[config.mk]
export PLATFORM = sky130hd
export DESIGN_NAME = delta_escape_pixel_line_decoder_flat
export DESIGN_NICKNAME = d
export VERILOG_FILES = /design/src/sv/depld_pkg.sv /design/src/sv/depld_if.sv /design/src/sv/depld_step.sv /design/src/sv/delta_escape_pixel_line_decoder.sv /design/src/flat_wrapper.sv
export VERILOG_INCLUDE_DIRS = /design/src /design/src/sv
export SDC_FILE = /design/constraint.sdc
export NUM_CORES = 1
export LEC_CHECK = 0
export ABC_AREA = 1
export BUFFER_PORTS_ARGS = -buffer_cell sky130_fd_sc_hd__buf_2
export CAP_MARGIN = 20
export CORE_UTILIZATION = 55
export DETAILED_ROUTE_END_ITERATION = 8
export HOLD_SLACK_MARGIN = 0.03
export PLACE_DENSITY = 0.84
export SETUP_SLACK_MARGIN = 0.05
export SLEW_MARGIN = 20
export SYNTH_ARGS = -nofsm -noshare
export SYNTH_HDL_FRONTEND = slang
export SYNTH_SLANG_ARGS = --single-unit
[constraint.sdc]
create_clock -name clk -period 6.9 [get_ports clk]
set_clock_uncertainty 0.05 [all_clocks]
set_input_delay 1.035 -clock clk [delete_from_list [all_inputs] [get_ports clk]]
set_output_delay 1.035 -clock clk [all_outputs]
set_load 0.005 [all_outputs]
[src/sv/delta_escape_pixel_line_decoder_macros.svh]
// ----------------------------------------------------------------------------
// Assertion macros for the delta escape pixel line decoder
// Shared concurrent assertion forms, clocked on clk and quiet during reset.
// ----------------------------------------------------------------------------
`ifndef DELTA_ESCAPE_PIXEL_LINE_DECODER_MACROS_SVH
`define DELTA_ESCAPE_PIXEL_LINE_DECODER_MACROS_SVH

// Check a consequent in the same cycle as its antecedent
`define DEPLD_ASSERT_NOW(lbl, ante, cons) \
	lbl: assert property (@(posedge clk) disable iff (!arst_n) (ante) |-> (cons)) \
		else $error("depld: same-cycle check failed");

// Check a consequent in the cycle after its antecedent
`define DEPLD_ASSERT_NEXT(lbl, ante, cons) \
	lbl: assert property (@(posedge clk) disable iff (!arst_n) (ante) |=> (cons)) \
		else $error("depld: next-cycle check failed");

`endif

[src/sv/depld_pkg.sv]
// ----------------------------------------------------------------------------
// Delta escape pixel line decoder package
// Word types, decode phases and constants shared by the decoder files.
// ----------------------------------------------------------------------------
package depld_pkg;

	// Widest line the decoder keeps pixels for
	localparam logic [12:0] MAX_WIDTH = 13'd4096;
	// Line width after reset
	localparam logic [12:0] WIDTH_RESET = 13'd4096;
	// Byte that introduces an escaped literal
	localparam logic [7:0] ESCAPE_BYTE = 8'h80;

	typedef enum logic [2:0] {
		PH_FIRST_LO = 3'd0,
		PH_FIRST_HI = 3'd1,
		PH_DELTA    = 3'd2,
		PH_ESC_LO   = 3'd3,
		PH_ESC_HI   = 3'd4
	} phase_t;

	typedef struct packed {
		logic [7:0] data_byte;
		logic       line_end;
	} in_word_t;

	typedef struct packed {
		logic [15:0] pixel;
		logic        pixel_valid;
		logic [11:0] pixel_index;
		logic        line_done;
		logic        truncated;
		logic        overrun;
	} out_word_t;

	typedef struct packed {
		phase_t      phase;
		logic [15:0] running_value;
		logic [7:0]  literal_low;
		logic [12:0] pixel_count;
		logic        overrun_seen;
	} line_state_t;

	localparam line_state_t LINE_CLEAR = '{
		phase:         PH_FIRST_LO,
		running_value: 16'd0,
		literal_low:   8'd0,
		pixel_count:   13'd0,
		overrun_seen:  1'b0
	};

endpackage

[src/sv/depld_if.sv]
// ----------------------------------------------------------------------------
// Delta escape pixel line decoder channels
// Valid/ready channels for compressed input words and decoded result words.
// ----------------------------------------------------------------------------
interface depld_in_if;
	logic                valid;
	logic                ready;
	depld_pkg::in_word_t data;

	modport source (output valid, output data, input ready);
	modport sink (input valid, input data, output ready);
endinterface

interface depld_out_if;
	logic                 valid;
	logic                 ready;
	depld_pkg::out_word_t data;

	modport source (output valid, output data, input ready);
	modport sink (input valid, input data, output ready);
endinterface

[src/sv/depld_step.sv]
// ----------------------------------------------------------------------------
// Delta escape pixel line decoder step
// Decodes one compressed byte against the line state: next state and result.
// ----------------------------------------------------------------------------
module depld_step (
	input  depld_pkg::line_state_t cur,
	input  depld_pkg::in_word_t    word,
	input  logic [12:0]            line_width,
	output depld_pkg::line_state_t nxt,
	output depld_pkg::out_word_t   res,
	output logic                   emit
);

	logic [12:0]            width_eff;
	depld_pkg::line_state_t upd;
	logic                   have_pixel;
	logic                   cut;
	logic                   kept;

	// Clamp the width to the widest supported line
	assign width_eff = (line_width > depld_pkg::MAX_WIDTH) ? depld_pkg::MAX_WIDTH : line_width;

	// Decode the byte by phase and count the pixel
	always_comb begin
		upd        = cur;
		have_pixel = 1'b0;
		cut        = 1'b0;
		unique case (cur.phase) inside
			depld_pkg::PH_FIRST_HI, depld_pkg::PH_ESC_HI: begin
				upd.running_value = {word.data_byte, cur.literal_low};
				upd.phase         = depld_pkg::PH_DELTA;
				have_pixel        = 1'b1;
			end
			depld_pkg::PH_DELTA: begin
				if (word.data_byte == depld_pkg::ESCAPE_BYTE) begin
					upd.phase = depld_pkg::PH_ESC_LO;
					cut       = 1'b1;
				end else begin
					upd.running_value = cur.running_value
						+ {{8{word.data_byte[7]}}, word.data_byte};
					have_pixel = 1'b1;
				end
			end
			depld_pkg::PH_ESC_LO: begin
				upd.literal_low = word.data_byte;
				upd.phase       = depld_pkg::PH_ESC_HI;
				cut             = 1'b1;
			end
			default: begin
				upd.literal_low = word.data_byte;
				upd.phase       = depld_pkg::PH_FIRST_HI;
				cut             = 1'b1;
			end
		endcase

		kept = have_pixel && (cur.pixel_count < width_eff);
		if (kept) begin
			upd.pixel_count = cur.pixel_count + 13'd1;
		end else if (have_pixel) begin
			upd.overrun_seen = 1'b1;
		end
	end

	// Build the result word; clear the line on its last byte
	always_comb begin
		emit            = kept || word.line_end;
		res.pixel       = kept ? upd.running_value : 16'd0;
		res.pixel_valid = kept;
		res.pixel_index = kept ? cur.pixel_count[11:0] : 12'd0;
		res.line_done   = word.line_end;
		res.truncated   = word.line_end && cut;
		res.overrun     = upd.overrun_seen;
		nxt             = word.line_end ? depld_pkg::LINE_CLEAR : upd;
	end

endmodule

[src/sv/delta_escape_pixel_line_decoder.sv]
// ----------------------------------------------------------------------------
// Delta escape pixel line decoder
// Takes one compressed byte per word and gives decoded 16-bit line pixels.
// ----------------------------------------------------------------------------
// A result word is presented in the cycle after its input word is taken.
// Throughput: one input word per cycle; the output register frees itself as it drains.
// The input stalls only while a result waits and the output is not ready.
// Reset clears the line state and the result valid; line_width returns to 4096.
`include "delta_escape_pixel_line_decoder_macros.svh"

module delta_escape_pixel_line_decoder (
	input  logic              clk,
	input  logic              arst_n,
	input  logic              cfg_we,
	input  logic [12:0]       cfg_wdata,
	depld_in_if.sink          in_ch,
	depld_out_if.source       out_ch
);

	logic [12:0]            line_width_q;
	depld_pkg::line_state_t state_q;
	depld_pkg::line_state_t state_nxt;
	depld_pkg::out_word_t   res;
	depld_pkg::out_word_t   res_q;
	logic                   emit;
	logic                   out_valid_q;
	logic                   in_acc;

	// Accept while the result register is empty or draining
	assign in_ch.ready = !out_valid_q || out_ch.ready;
	assign in_acc      = in_ch.valid && in_ch.ready;

	depld_step u_step (
		.cur        (state_q),
		.word       (in_ch.data),
		.line_width (line_width_q),
		.nxt        (state_nxt),
		.res        (res),
		.emit       (emit)
	);

	// Hold the line width register
	always_ff @(posedge clk or negedge arst_n) begin
		if (!arst_n) begin
			line_width_q <= depld_pkg::WIDTH_RESET;
		end else if (cfg_we) begin
			line_width_q <= cfg_wdata;
		end
	end

	// Advance the line state on each accepted word
	always_ff @(posedge clk or negedge arst_n) begin
		if (!arst_n) begin
			state_q <= depld_pkg::LINE_CLEAR;
		end else if (in_acc) begin
			state_q <= state_nxt;
		end
	end

	// Load or drop the result valid
	always_ff @(posedge clk or negedge arst_n) begin
		if (!arst_n) begin
			out_valid_q <= 1'b0;
		end else if (in_acc) begin
			out_valid_q <= emit;
		end else if (out_ch.ready) begin
			out_valid_q <= 1'b0;
		end
	end

	// Capture the result word
	always_ff @(posedge clk) begin
		if (in_acc && emit) begin
			res_q <= res;
		end
	end

	assign out_ch.valid = out_valid_q;
	assign out_ch.data  = res_q;

	// A pending result is never overwritten by a new word
	`DEPLD_ASSERT_NOW(a_no_overwrite, out_valid_q && !out_ch.ready, !in_ch.ready)
	// The last byte of a line leaves a clean line state
	`DEPLD_ASSERT_NEXT(a_line_clear, in_acc && in_ch.data.line_end, state_q == depld_pkg::LINE_CLEAR)
	// The kept pixel count stays within the widest line
	`DEPLD_ASSERT_NOW(a_count_bound, 1'b1, state_q.pixel_count <= depld_pkg::MAX_WIDTH)
	// A cut-short literal never comes with a pixel
	`DEPLD_ASSERT_NOW(a_trunc_no_pixel, out_valid_q && res_q.pixel_valid, !res_q.truncated)

endmodule
[src/flat_wrapper.sv]
// flat-port wrapper written by rule: the top's interface ports become plain ports
module delta_escape_pixel_line_decoder_flat 
  (clk, arst_n, cfg_we, cfg_wdata, in_ch_valid, in_ch_data, in_ch_ready, out_ch_valid, out_ch_data, out_ch_ready);
  depld_in_if in_ch_i ();
  depld_out_if out_ch_i ();
  input  logic clk;
  input  logic arst_n;
  input  logic cfg_we;
  input  logic [12:0] cfg_wdata;
  input wire logic [$bits(in_ch_i.valid)-1:0] in_ch_valid;
  input wire logic [$bits(in_ch_i.data)-1:0] in_ch_data;
  output wire logic [$bits(in_ch_i.ready)-1:0] in_ch_ready;
  output wire logic [$bits(out_ch_i.valid)-1:0] out_ch_valid;
  output wire logic [$bits(out_ch_i.data)-1:0] out_ch_data;
  input wire logic [$bits(out_ch_i.ready)-1:0] out_ch_ready;
  assign in_ch_i.valid = in_ch_valid;
  assign in_ch_i.data = in_ch_data;
  assign in_ch_ready = in_ch_i.ready;
  assign out_ch_valid = out_ch_i.valid;
  assign out_ch_data = out_ch_i.data;
  assign out_ch_i.ready = out_ch_ready;
  delta_escape_pixel_line_decoder u_core (.clk(clk), .arst_n(arst_n), .cfg_we(cfg_we), .cfg_wdata(cfg_wdata), .in_ch(in_ch_i), .out_ch(out_ch_i));
endmodule
-- Yosys cells after proc, flatten, opt, wreduce, memory -nomap -nowiden
Cells that the tools add are included.
W data, S select, Z words.
- add/sub/neg operators: 2
- $lt $le $gt $ge: 2
- equal/unequal tests: 7
- muxes and demuxes: 16
- reduce and logical (&&, ||, !) cells: 14
- operators by type and width (cell ; count):
    $mux W41 ; 1
    $pmux W16 S2 ; 1
    $mux W13 ; 2
    $add A16 B16 Y16 ; 1
    $mux W16 ; 1
    $add A13 B1 Y13 const B ; 1
    $gt A13 B13 Y1 const B ; 1
    $lt A13 B13 Y1 ; 1
    $pmux W3 S3 ; 1
    $eq A8 B8 Y1 const B ; 1
    $mux W8 ; 1
    $eq A3 B2 Y1 const B ; 2
    $mux W1 ; 6
    $reduce_and A2 Y1 ; 3
    $logic_and A1 B1 Y1 ; 4
    $pmux W1 S2 ; 2
    $reduce_bool A2 Y1 ; 2
    $eq A3 B1 Y1 const B ; 1
    $eq A3 B3 Y1 const B ; 1
    $mux W3 ; 1
    $ne A3 B2 Y1 const B ; 1
    $reduce_or A3 Y1 ; 1
    $logic_or A1 B1 Y1 ; 2
    $ne A2 B1 Y1 const B ; 1
    other kinds (2) ; 2
- register bits after elaboration: 87
- output and inout bits: 34

-- Logic depth before layout (Yosys ltp)
- word-level depth: 6
- mapped depth: 18

-- Modules after synthesis
A second synthesis with hierarchy kept.
- cell total of the unflattened synthesis: 785
- area, all modules: 5729.2 µm²
- modules (own cells, without submodules) (module ; times used ; cells an instance ; area each (µm²) ; seq. area each (µm²)):
    delta_escape_pixel_line_decoder ; 1 ; 271 ; 3188.1 ; 2338.5
    depld_step ; 1 ; 514 ; 2541.2 ; 0.0

-- Worst setup path before layout
OpenSTA, ideal clock, no wires.
- kind: register to register
- start point: register u_core.line_width_q[11]
- end point: register u_core.res_q (netlist bit u_core.out_ch.data[0]) (enable)
- arrival: 2.846 ns
- data required time: 6.463 ns
- slack: 3.617 ns
- stages on the path, launching flop included: 18
- clock period less this slack: 3.283 ns
- cell sequence: dfrtp_1 > inv_1 > nand2_1 > nor4_1 > nand4_1 > nand2_1 > nand2_1 > ha_1 > nand2_1 > inv_1 > o21ai_0 > a21oi_1 > nor2_1 > nand3_4 > nand2_4 > nand2_4 > buf_6 > inv_1
- cells in the longest elaborated chain, start to end: 6
- ends and longest elaborated chain (item ; RTL line ; text):
    start, declared ; delta_escape_pixel_line_decoder.sv:20 ; logic [12:0] line_width_q;
    start signal, assigned ; delta_escape_pixel_line_decoder.sv:45 ; line_width_q <= depld_pkg::WIDTH_RESET;
    start signal, assigned ; delta_escape_pixel_line_decoder.sv:47 ; line_width_q <= cfg_wdata;
    $gt A13 B13 Y1 ; depld_step.sv:21 ; assign width_eff = (line_width > depld_pkg::MAX_WIDTH) ? depld_pkg::MAX_WIDTH : line_width;
    $mux W13 (*) ; depld_step.sv:21 ;
    $lt A13 B13 Y1 (*) ; depld_step.sv:56 ; kept = have_pixel && (cur.pixel_count < width_eff);
    $logic_and A1 B1 Y1 (*) ; depld_step.sv:56 ;
    $logic_or A1 B1 Y1 (*) ; depld_step.sv:66 ; emit = kept || word.line_end;
    $logic_and A1 B1 Y1 (*) ; delta_escape_pixel_line_decoder.sv:73 ; if (in_acc && emit) begin
    end signal, assigned ; delta_escape_pixel_line_decoder.sv:74 ; res_q <= res;
    end, declared ; delta_escape_pixel_line_decoder.sv:24 ; depld_pkg::out_word_t res_q;
Mark *: on every way between the ends. The rest lies on a longest branch, timed or not.
A chain may end at the register's enable or synchronous reset.

-- Worst setup path in the final report
- start point: register u_core.line_width_q[6]
- end point: register u_core.res_q (netlist bit u_core.out_ch.data[30]) (enable)
Same word-level chain as after synthesis.

==> summary by stage <==
Run status
The flow ran to the end, and the final reports show no timing, DRC or antenna violations.

Synth
Synthesis produced 686 cells. The number of enable flip-flop cells after synthesis is 32. Yosys mapped the design onto 36 distinct sky130hd cell types. Summing the areas of all and, or, nand and nor instances in the mapped netlist gives 30.7% of the synthesized area. The compound-gate portion of the synthesized area is 6.90%. The xor/xnor share of the synthesized area is 1.67%. Synthesis produced a netlist with a net count of 742. The largest family of logic cells by synthesized area is simple AND/OR/NAND/NOR gates. The combined area of all synthesized cells is 5240 sq um. The share of synthesized area spent on multiplexers is 0.860%. In this run the mean area of a mapped cell was 7.63 sq um. For this run, asynchronously set or reset flops after synthesis account for 63.2%.

The commonest register cell after synthesis is dfrtp_1. The flip-flop and latch count after synthesis is 87. The sequential fraction of the synthesis area is 44.6%. For this run, the number of Yosys warnings is 0. Of the total synthesized cell area, the portion taken by full adders, half adders and majority gates is 7.07%.

Power and ir drop
The switching share of power is 40.4%. The proportion of power drawn by combinational gates is 38.4%. The analysis attributes to net switching a power of 0.736 mW. The internal cell power is 1.08 mW. The design draws 1.82 mW. In this run the power density over the cells is 311 nW/um^2.

In this run, flip-flops and latches consume 39.5% of the power. The static leakage is 2.95 nW. The clock share of power is 22.0%.

VDD sags by at most 0.000148 V.

Global route
The global-route usage over all layers is 27.4%. The number of global-route vias before repair is 4,458. The largest net degree at the start of global routing is 56. The total global routing overflow is 0. The first global-routing pass estimated 20,900 microns of wire. The number of antenna violations at the first check in global routing was 0.

Clocking
The maximum clock path buffer count is 2. Buffers added to address setup during post-CTS repair amount to 0. The number of gates resized after CTS was 0. The master cell of the clock root buffer is clkbuf_8.

The TritonCTS clock tree is built. The clock network latency to the later pin of the worst-skew pair is 0.37 ns. The number of clock buffers inserted by TritonCTS is 9. The clock sink count is 87. The number of H-tree branching levels is 3. After clock tree synthesis, the clock-pin slew on the worst setup and hold paths is 0.09 ns. Hold repair after CTS inserted 0 buffers.

Setup path
Walking the worst path, the cells encountered are inv_1 > nand4_1 > nor4_1 > nand4_1 > nand2_1 > nand2_1 > ha_1 > nand2_1 > inv_1 > o21ai_0 > a21oi_1 > nor2_1 > nand3_4 > nand2_4 > nand2_4 > inv_2. STA classifies the critical path startpoint as a flip-flop. The count of buffering cells on the critical path with inverters included is 3. The depth of the worst register-to-register path is 16.

The critical register-to-register path endpoint is u_core.out_ch.data[30]. The worst setup path is of the flip-flop to flip-flop kind. The critical path required time is 6.85 ns. Setup slack on the worst reg-to-reg path comes out at 3.13 ns.

The startpoint identified for the worst register-to-register timing path is u_core.line_width_q[6]. Counting stages on the worst path, the most repeated cell is nand2_1. The gate family responsible for the most delay along the worst path is simple AND/OR/NAND/NOR gates.

The type of destination of the critical path is a flip-flop. In this run the worst path has a maximum fanout of 32. The cell type of the slowest stage on the worst timing path is inv_2. The count of cell instances traversed by the critical path is 16. The stage delay of the slowest cell on the critical path is 0.55 ns. Data on the critical path arrives at its endpoint at 3.72 ns.

Final layout
In the final layout, the share of cells above drive strength 1 is 12.7%. The number of nets in the layout is 799. 0 antenna diodes ended up in the layout. The area growth from synthesis to layout is 11.7%.

Hold path
The worst hold-check path type is flip-flop to flip-flop. The cell depth of the worst min-delay path is 2. The hold path endpoint is u_core.state_q[16].

The startpoint of the tightest hold check path is u_core.state_q[16].

Floorplan
The starting density of the core is 56.7%. The region available for standard cell placement spans 9240 sq um. After floorplanning, the core was divided into 35 placement rows. The top-level I/O count is 61.

The x dimension of the die is 99.6 microns. The die covers 9920 sq um. The die outline height is 99.6 microns.

Timing
The count of endpoints failing hold in the final timing report was 0. The worst path uses 54.6% of the clock period. The worst relative slew slack is 42.6%.

The final-layout setup total negative slack is 0 ns. The time the worst path needs with I/O delays and setup is 3.77 ns. At the pin with the least slew margin, the transition time is 0.859 ns. The number of max-slew violations in the final report came to 0. Setup repair after global routing left no endpoint under its margin. The final number of setup-violating endpoints is 0. Timing would allow up to 0.265 GHz. The final worst slack is 3.13 ns.

Routing
The count of antenna-violating nets left after detailed routing is 0. The vias per cell is 5.42. In the routed design, unresolved DRC markers number 0. After detailed routing, the average wire length per cell comes to 14.4 microns. The routed layout has 4,750 vias.

The final routed wirelength across all metal layers is 12,600 microns. For this block, the initial DRC count from the detailed router was 317. The detailed-routing iteration count for the pre-antenna-repair pass is 5.

Place
Routability-driven placement finished with a final weighted congestion of 0.867. The quantity of I/O buffers inserted on ports is 60. Timing analysis after detailed placement gives a worst setup slack of 2.79 ns. The half-perimeter wire length of the detailed placement result is 9280 microns.

Flow run
The number of max-capacitance violations reported is 0.
cell type report:
cell class,instances,area (sq um)
clock inverters,7,101
fillers,785,3390
repair buffers,61,308
inverters,91,342
flip-flops and latches,87,2340
well taps,129,161
clock buffers,9,124
multi-input cells,493,2470
placed cells by master (no fill, tap or decap), drive strengths merged, types with 8 or more instances in the layout:
master / synthesis / final
nand4: 8 / 8
nand3: 50 / 50
clkbuf: 6 / 9
o21ai: 33 / 33
nand2: 228 / 228
edfxtp: 32 / 32
nor2: 75 / 75
a21oi: 23 / 23
dfrtp: 54 / 54
nor3: 12 / 12
inv: 91 / 94
xor2: 9 / 9
ha: 28 / 28
buf: 9 / 61
kinds of logic after synthesis:
| family | after synthesis |
|---|---|
| multiplexers | 4 |
| AO/OA/AOI/OAI | 67 |
| XOR/XNOR | 10 |
| flip-flops | 87 |
| AND/OR/NAND/NOR | 383 |
| buffers and inverters | 106 |
| adder cells (fa/ha/maj) | 29 |
cells in the mapped netlist (2+ instances only):
cell        n  area [sq um]
inv_1      89           334
nor2_1     72           270
and2_1      3          18.8
buf_6       2          22.5
buf_2       5          25.0
nand4_1     8          50.1
mux2_2      4          45.0
nand3_1    49           245
edfxtp_1   32           961
and3_1      2          12.5
xor2_1      9          78.8
inv_2       2          7.51
ha_1       28           350
o22ai_1     4          25.0
nor3_1     11          55.1
nand2_4     2          22.5
a22oi_1     3          22.5
dfrtp_1    54          1350
nor2_2      3          18.8
buf_4       2          15.0
o211ai_1    4          30.0
nand3b_1    2          15.0
nor3b_1     2          15.0
clkbuf_1    6          22.5
nand2_1   225           845
o21ai_0    31           155
a21oi_1    23           115
sequential cells by signal, summed over array words and instances (netlist names):
signal,flops
u_core.state_q,41
u_core.out_ch.valid,1
u_core.line_width_q,13
u_core.out_ch.data,32
stage by stage:
stage	area, sq um	std cells	util [%]	hold slack (ns)
floorplan	5240	686	-	0.419
global placement	5620	861	60.8	0.446
detailed placement	5620	861	60.8	0.451
CTS	5850	877	63.3	0.472
global route	5850	877	63.3	0.498
finish	5850	877	63.3	0.472
layer usage:
metal | vias to the layer above | wire length [microns] | track usage [%]
li1 | 2328 | - | -
met1 | 2202 | 5630 | 36.7
met2 | 184 | 5860 | 44.1
met3 | 36 | 809 | 6.18
met4 | 0 | 312 | 9.73
met5 | - | 0 | 0
power by group through the flow:
stage                     logic [mW]  clock network [mW]  registers [mW]
after floorplan                0.522                   0           0.711
after global placement         0.661                   0           0.724
after detailed placement       0.688                   0           0.727
after CTS                      0.692               0.408           0.719
after global routing           0.800               0.433           0.729
final                          0.700               0.401           0.720
worst max-delay path by stage:
stage / startpoint / to
5_1_grt: u_core.line_width_q[6] / u_core.out_ch.data[30]
3_3_place_gp: u_core.line_width_q[11] / u_core.out_ch.data[21]
6_report: u_core.line_width_q[6] / u_core.out_ch.data[30]
4_1_cts: u_core.line_width_q[7] / u_core.out_ch.data[30]
3_5_place_dp: u_core.line_width_q[7] / u_core.out_ch.data[22]
2_1_floorplan: u_core.line_width_q[11] / u_core.out_ch.data[0]
worst reg2reg max path, delay by kind of cell (launching register included):
| family | cells | cell delay (ns) |
|---|---|---|
| simple gates | 10 | 1.74 |
| buf+inv | 3 | 0.67 |
| flops | 1 | 0.40 |
| compound gates | 2 | 0.21 |
| fa+ha+maj | 1 | 0.31 |
(Power assumes the default switching activity.)
